===== src/hw/rtl/gld_pkg.sv =====
`timescale 1ns / 1ps
`default_nettype none
package gld_pkg;

    localparam int TableEntries = 4096;
    localparam int MaxCodeBits  = 12;
    localparam int IdxW         = 12;

    typedef enum logic [1:0] {
        CMD_START = 2'd0,
        CMD_PUSH  = 2'd1,
        CMD_END   = 2'd2,
        CMD_PULL  = 2'd3
    } t_cmd;

    localparam logic [2:0] ST_OK      = 3'd0;
    localparam logic [2:0] ST_NEED    = 3'd1;
    localparam logic [2:0] ST_CORRUPT = 3'd2;
    localparam logic [2:0] ST_PAD     = 3'd3;
    localparam logic [2:0] ST_FULL    = 3'd4;

    typedef enum logic [3:0] {
        S_IDLE,
        S_POP_RD,
        S_POP_OUT,
        S_CODE,
        S_WALK_RD,
        S_WALK,
        S_FINISH,
        S_OUT
    } t_state;

    // controller to datapath
    typedef struct packed {
        logic start;      // start image
        logic push;       // push byte
        logic set_end;    // mark end of data
        logic pop_rd;     // read stack top
        logic code_eval;  // take and classify a code
        logic walk_rd;    // read table at walk code
        logic walk_step;  // push suffix, follow prefix
        logic finish;     // add entry, set result
        logic fresh_eval; // clear fresh before code
    } t_cmd_s;

    // datapath to controller
    typedef struct packed {
        logic stream_done;
        logic fresh;
        logic stack_nz;
        logic code_done;  // code handled, result ready
        logic code_clear; // clear code taken, read another code
        logic walk_more;  // walk code still a string
    } t_stat_s;

endpackage
`default_nettype wire


===== src/hw/rtl/gld_ctrl.sv =====
`timescale 1ns / 1ps
`default_nettype none
module gld_ctrl
    import gld_pkg::*;
(
    input  wire logic       i_clk,
    input  wire logic       i_rst_n,
    input  wire logic       i_valid,
    input  wire logic [1:0] i_command,
    input  wire logic       i_out_stall,
    input  wire t_stat_s    i_stat,
    output t_cmd_s          o_cmd,
    output logic            o_in_stall,
    output logic            o_out_valid
);

    t_state r_state, n_state;
    logic   r_ov;
    logic   take, done;

    assign o_in_stall  = (r_state != S_IDLE) || (r_ov && i_out_stall);
    assign take        = i_valid && !o_in_stall;
    assign o_out_valid = r_ov;

    // next state
    always_comb begin
        n_state = r_state;
        unique case (r_state)
            S_IDLE: if (take && t_cmd'(i_command) == CMD_PULL) begin
                if (!i_stat.stream_done && !i_stat.fresh && i_stat.stack_nz)
                    n_state = S_POP_RD;
                else n_state = S_CODE;
            end
            S_POP_RD:  n_state = S_IDLE;
            S_POP_OUT: n_state = S_IDLE;
            S_CODE:    if (!i_stat.fresh) begin
                if (i_stat.code_done) n_state = S_IDLE;
                else if (!i_stat.code_clear) n_state = S_WALK;
            end
            S_WALK:    n_state = i_stat.walk_more ? S_WALK_RD : S_FINISH;
            S_WALK_RD: n_state = S_OUT;
            S_OUT:     n_state = S_WALK;
            S_FINISH:  n_state = S_IDLE;
            default:   n_state = S_IDLE;
        endcase
    end

    // outputs
    always_comb begin
        o_cmd = '0;
        done  = 1'b0;
        unique case (r_state)
            S_IDLE: if (take) begin
                o_cmd.start   = t_cmd'(i_command) == CMD_START;
                o_cmd.push    = t_cmd'(i_command) == CMD_PUSH;
                o_cmd.set_end = t_cmd'(i_command) == CMD_END;
                o_cmd.pop_rd  = t_cmd'(i_command) == CMD_PULL && !i_stat.stream_done &&
                                !i_stat.fresh && i_stat.stack_nz;
                done = t_cmd'(i_command) != CMD_PULL;
            end
            S_POP_RD: done = 1'b1;
            S_CODE: begin
                o_cmd.fresh_eval = i_stat.fresh && !i_stat.stream_done;
                o_cmd.code_eval  = !(i_stat.fresh && !i_stat.stream_done);
                done = !(i_stat.fresh && !i_stat.stream_done) && i_stat.code_done;
            end
            S_WALK: begin
                o_cmd.walk_rd = i_stat.walk_more;
                o_cmd.finish  = !i_stat.walk_more;
                done = !i_stat.walk_more;
            end
            S_OUT: o_cmd.walk_step = 1'b1;
            default: ;
        endcase
    end

    always_ff @(posedge i_clk) begin
        if (!i_rst_n) begin
            r_state <= S_IDLE;
            r_ov    <= 1'b0;
        end else begin
            r_state <= n_state;
            if (done && !(r_state == S_IDLE && t_cmd'(i_command) == CMD_PULL)) r_ov <= 1'b1;
            else if (r_ov && !i_out_stall) r_ov <= 1'b0;
        end
    end

    a_no_take_busy: assert property (@(posedge i_clk) disable iff (!i_rst_n)
        (r_state != S_IDLE) |-> !take) else $error("item taken while busy");
    a_held: assert property (@(posedge i_clk) disable iff (!i_rst_n)
        (r_ov && i_out_stall) |=> r_ov) else $error("result dropped");
    a_walk: assert property (@(posedge i_clk) disable iff (!i_rst_n)
        (r_state == S_WALK_RD) |=> (r_state == S_OUT)) else $error("walk order");

endmodule
`default_nettype wire


===== config.mk =====
export PLATFORM = sky130hd
export DESIGN_NAME = gld_ctrl
export DESIGN_NICKNAME = d
export VERILOG_FILES = /design/src/hw/rtl/gld_pkg.sv /design/src/hw/rtl/gld_ctrl.sv
export SDC_FILE = /design/constraint.sdc
export NUM_CORES = 1
export LEC_CHECK = 0
export ABC_AREA = 1
export CORE_AREA = 2 2 39 41
export CTS_BUF_LIST = sky130_fd_sc_hd__clkbuf_4
export CTS_CLUSTER_DIAMETER = 120
export DETAILED_ROUTE_END_ITERATION = 7
export DIE_AREA = 0 0 41 43
export DONT_BUFFER_PORTS = 1
export SYNTH_ARGS = -nofsm -noshare
export SYNTH_HDL_FRONTEND = slang
export SYNTH_SLANG_ARGS = --single-unit
export TNS_END_PERCENT = 5

===== constraint.sdc =====
create_clock -name i_clk -period 2.5 [get_ports i_clk]
set_clock_uncertainty 0.1 [all_clocks]
set_input_delay 0.125 -clock i_clk [delete_from_list [all_inputs] [get_ports i_clk]]
set_output_delay 0.125 -clock i_clk [all_outputs]
set_load 0.005 [all_outputs]

After elaboration in Yosys (flattened, before gate mapping)
Index checks and enable logic that the tools add are counted.

word-level totals
  register bits after elaboration = 5
  input port bits = 12

operators by class
  eq/ne operators = 12
  multiplexer cells = 18
  reduce and logical (&&, ||, !) cells = 26

operator list
  kind                                                              number
  4-bit two-way mux                                                 6
  4-bit case mux with 5 select lines                                1
  1-bit logical AND                                                 13
  4-bit by 3-bit == test with 1-bit output (second input constant)  3
  1-bit two-way mux                                                 8
  1-bit zero test                                                   7
  2-bit inequality test (second input constant)                     3
  2-bit == test (second input constant)                             2
  4-bit by 1-bit == test with 1-bit output (second input constant)  1
  4-bit by 2-bit == test with 1-bit output (second input constant)  1
  4-bit zero test                                                   1
  2-bit two-way mux                                                 2
  1-bit case mux with 4 select lines                                1
  4-bit nonzero test                                                1
  3-bit inequality test (second input constant)                     1
  3-bit AND reduction                                               1
  2-bit by 1-bit == test with 1-bit output (second input constant)  1
  2-bit zero test                                                   1
  2-bit nonzero test                                                1
  1-bit logical OR                                                  1

Longest topological paths before layout
  depth in word-level cells = 8
  mapped depth = 7
  depth with buffers taken out = 7

Worst setup path after synthesis
OpenSTA, ideal clock, no wires.

  path kind = register to output
  from = reg r_state[1]
  to = out o_cmd[6] in the netlist's numbering
  data arrival time = 892 ps
  slack = 1,383 ps
  stages on the path, launching flop included = 6
  buffers on the path = 0
  path through = dfxtp_1 -> inv_2 -> nand2_2 -> nor2_4 -> nand3_2 -> nor3_1

RTL lines
  element                   line            text
  start: declaration        gld_ctrl.sv:17  t_state r_state, n_state;
  start signal: assignment  gld_ctrl.sv:82  r_state <= n_state;
  end: declaration          gld_ctrl.sv:12  output t_cmd_s o_cmd,

==> qor.yml <==
vias_per_cell: 4.89
syn_area_per_cell_um2: 6.22
gr-usage-met1_pct: 11.9
path_class: "flop to output port"
p_per_area_nw_per_um2: 591
synthCells: 62
yosys_most_used_dff: "dfxtp_1"
grt_use_met2_pct: 17.5
min_period_ns: 1.45
dieArea_um2: 1760
grt_usage_pct: 10.8
yosys.area.top_type: "dfxtp_1"
fp-row-count: 14
grt_max_degree: 8
critical_path.startpoint_type: "flop"
cpMaxStageDelayCell: "dfxtp_1"
ctsHoldBuffers: 1
antenna_left: 0
nets: 80
globalplace.congestion: 0.771
first_iter_violations: 6
path_max_fanout: 6
hold_viol: 0
syn_area_um2: 385
yosys-top-cells-area: "dfxtp_1 (21%), inv_1 (13%), nand2_1 (13%)"
max_stage_delay_ns: 0.33
clock_path_buffers: 2
core-area_um2: 1380
drtPass1Iterations: 4
fin_crit_sh_pct: 58.1
die_y_um: 43
setup_viol: 0
finalMaxSlewViolations: 0
ys_ff_latch: 4
critPathRequiredTime_ns: 2.28
cts_tree: "built"
synth_fp_nets: 74
synthArstFlopShare_pct: 0
areaGrowthSynthToFinish_pct: 13.6
utilization_pct: 31.6
rsz0062_at_grt: "no"
timing.setup.tns_ns: 0
status: "completed"
grt_pass1_wl_um: 1270
yosysTopAreaCellShare_pct: 20.8
worst_slack_ns: 1.05
antennaDiodeCount: 0
initial_core_util_pct: 27.8
ys_seq_area_share_pct: 20.8
cts_sinks: 4
path_cells: "inv_2 -> nand2_2 -> nor2_4 -> nand3_2 -> nor3_1"
end_kind: "output port"
gr-total-overflow: 0
finalWirelength_um: 828
use_met3_pct: 0
irDropWorstVdd_mv: 0.148
max_cap_violations: 0
grt_busiest_layer: "met2"
dp.cells: 78
antenna_found_initial: 0
root_buffer: "clkbuf_4"
p_leak_nw: 0.222
drive_gt1_share_pct: 22.7
path_delay_family: "simple AND/OR/NAND/NOR gates"
synth-edff-count: 0
synth_warnings: 0
cts_resized: 0
max_slew_margin_pct: 79.6
stdcell_count: 82
portBuffers: 0
grt_pass1_vias: 354
io_pins: 23
yosys-top-cells-count: "inv_1 (13), nand2_1 (13)"
dr_total_vias: 401
worst_slew_pin_slew_ns: 0.306
crit_arrival_ns: 1.23
wl_per_cell_um: 10.1
hp-class: "input port to flop"
postCtsSetupRepairBufs: 0
ys_types: 18
cts_buffers: 3
die_x_um: 41
total_power_mw: 0.259
hpwl_um: 709
drc: 0
fmaxAchievable_ghz: 0.689
pre_cts_ws_ns: 1.29
cts_max_level: 1
clk_latency_ns: 0.24
cts.clk_slew.worst_paths_ns: 0.04
cp_num_buf_inv: 1
## power breakdown
| group | internal [mW] | switching (mW) | leakage (nW) |
|---|---|---|---|
| sequential | 0.0734 | 0.00820 | 0.0327 |
| combinational | 0.0338 | 0.0611 | 0.176 |
| clock | 0.0538 | 0.0286 | 0.0138 |
## stage by stage
stage	hold slack (ns)	area, um2
5_1_grt	0.0429	438
4_1_cts	0.0248	438
3_3_place_gp	0.133	405
2_1_floorplan	0.123	385
6_report	0.0289	438
3_5_place_dp	0.139	405
## sequential cells by signal (all words and copies together), names as in the netlist
name	cells
o_out_valid	1
r_state	3
## cell type report
| class | instances | area [um2] |
|---|---|---|
| fill | 160 | 946 |
| multi-input combinational | 43 | 249 |
| sequential | 4 | 80.1 |
| inverter | 15 | 56.3 |
| clock buffer | 3 | 22.5 |
| tap | 16 | 20.0 |
| timing repair buffer | 1 | 10.0 |
## final timing paths
path / depth (start not counted) / end / slack [ns] / start
setup / recovery: 5 / o_cmd[8] / 1.05 / r_state[1]
hold / removal: 4 / r_state[2] / 0.03 / i_valid
setup reg to reg: 5 / r_state[0] / 1.30 / r_state[2]
hold reg to reg: 3 / r_state[2] / 0.48 / r_state[1]
## routing by layer
layer	wire [um]	part of all wire, %
met2	407	49
met5	0	0
met1	339	41
met3	61	7.4
met4	19	2.3
## tightest hold or removal path: stages
cell and delay [ns]:
inv_2 0.04, o31ai_4 0.08, nand3_2 0.05, nor2_1 0.03
## cell families after synthesis
group	count (synthesis)	synth area share [%]
buffers and inverters	15	14.6
AND/OR/NAND/NOR	34	45.8
AO/OA/AOI/OAI	9	18.8
flip-flops	4	20.8
## cell usage in the layout (no fill, tap or decap)
cell type	n
a21oi_1	4
clkbuf_4	3
dfxtp_1	4
dlygate4sd3_1	1
inv_1	13
inv_2	2
nand2_1	13
nand2_2	3
nand3_1	4
nand3_2	2
nand4_1	1
nor2_1	4
nor2_2	1
nor2_4	1
nor3_1	4
nor3_2	1
o211ai_1	2
o21ai_2	1
o21bai_1	1
o31ai_4	1
Note: power is estimated with default switching activity, not from simulation.
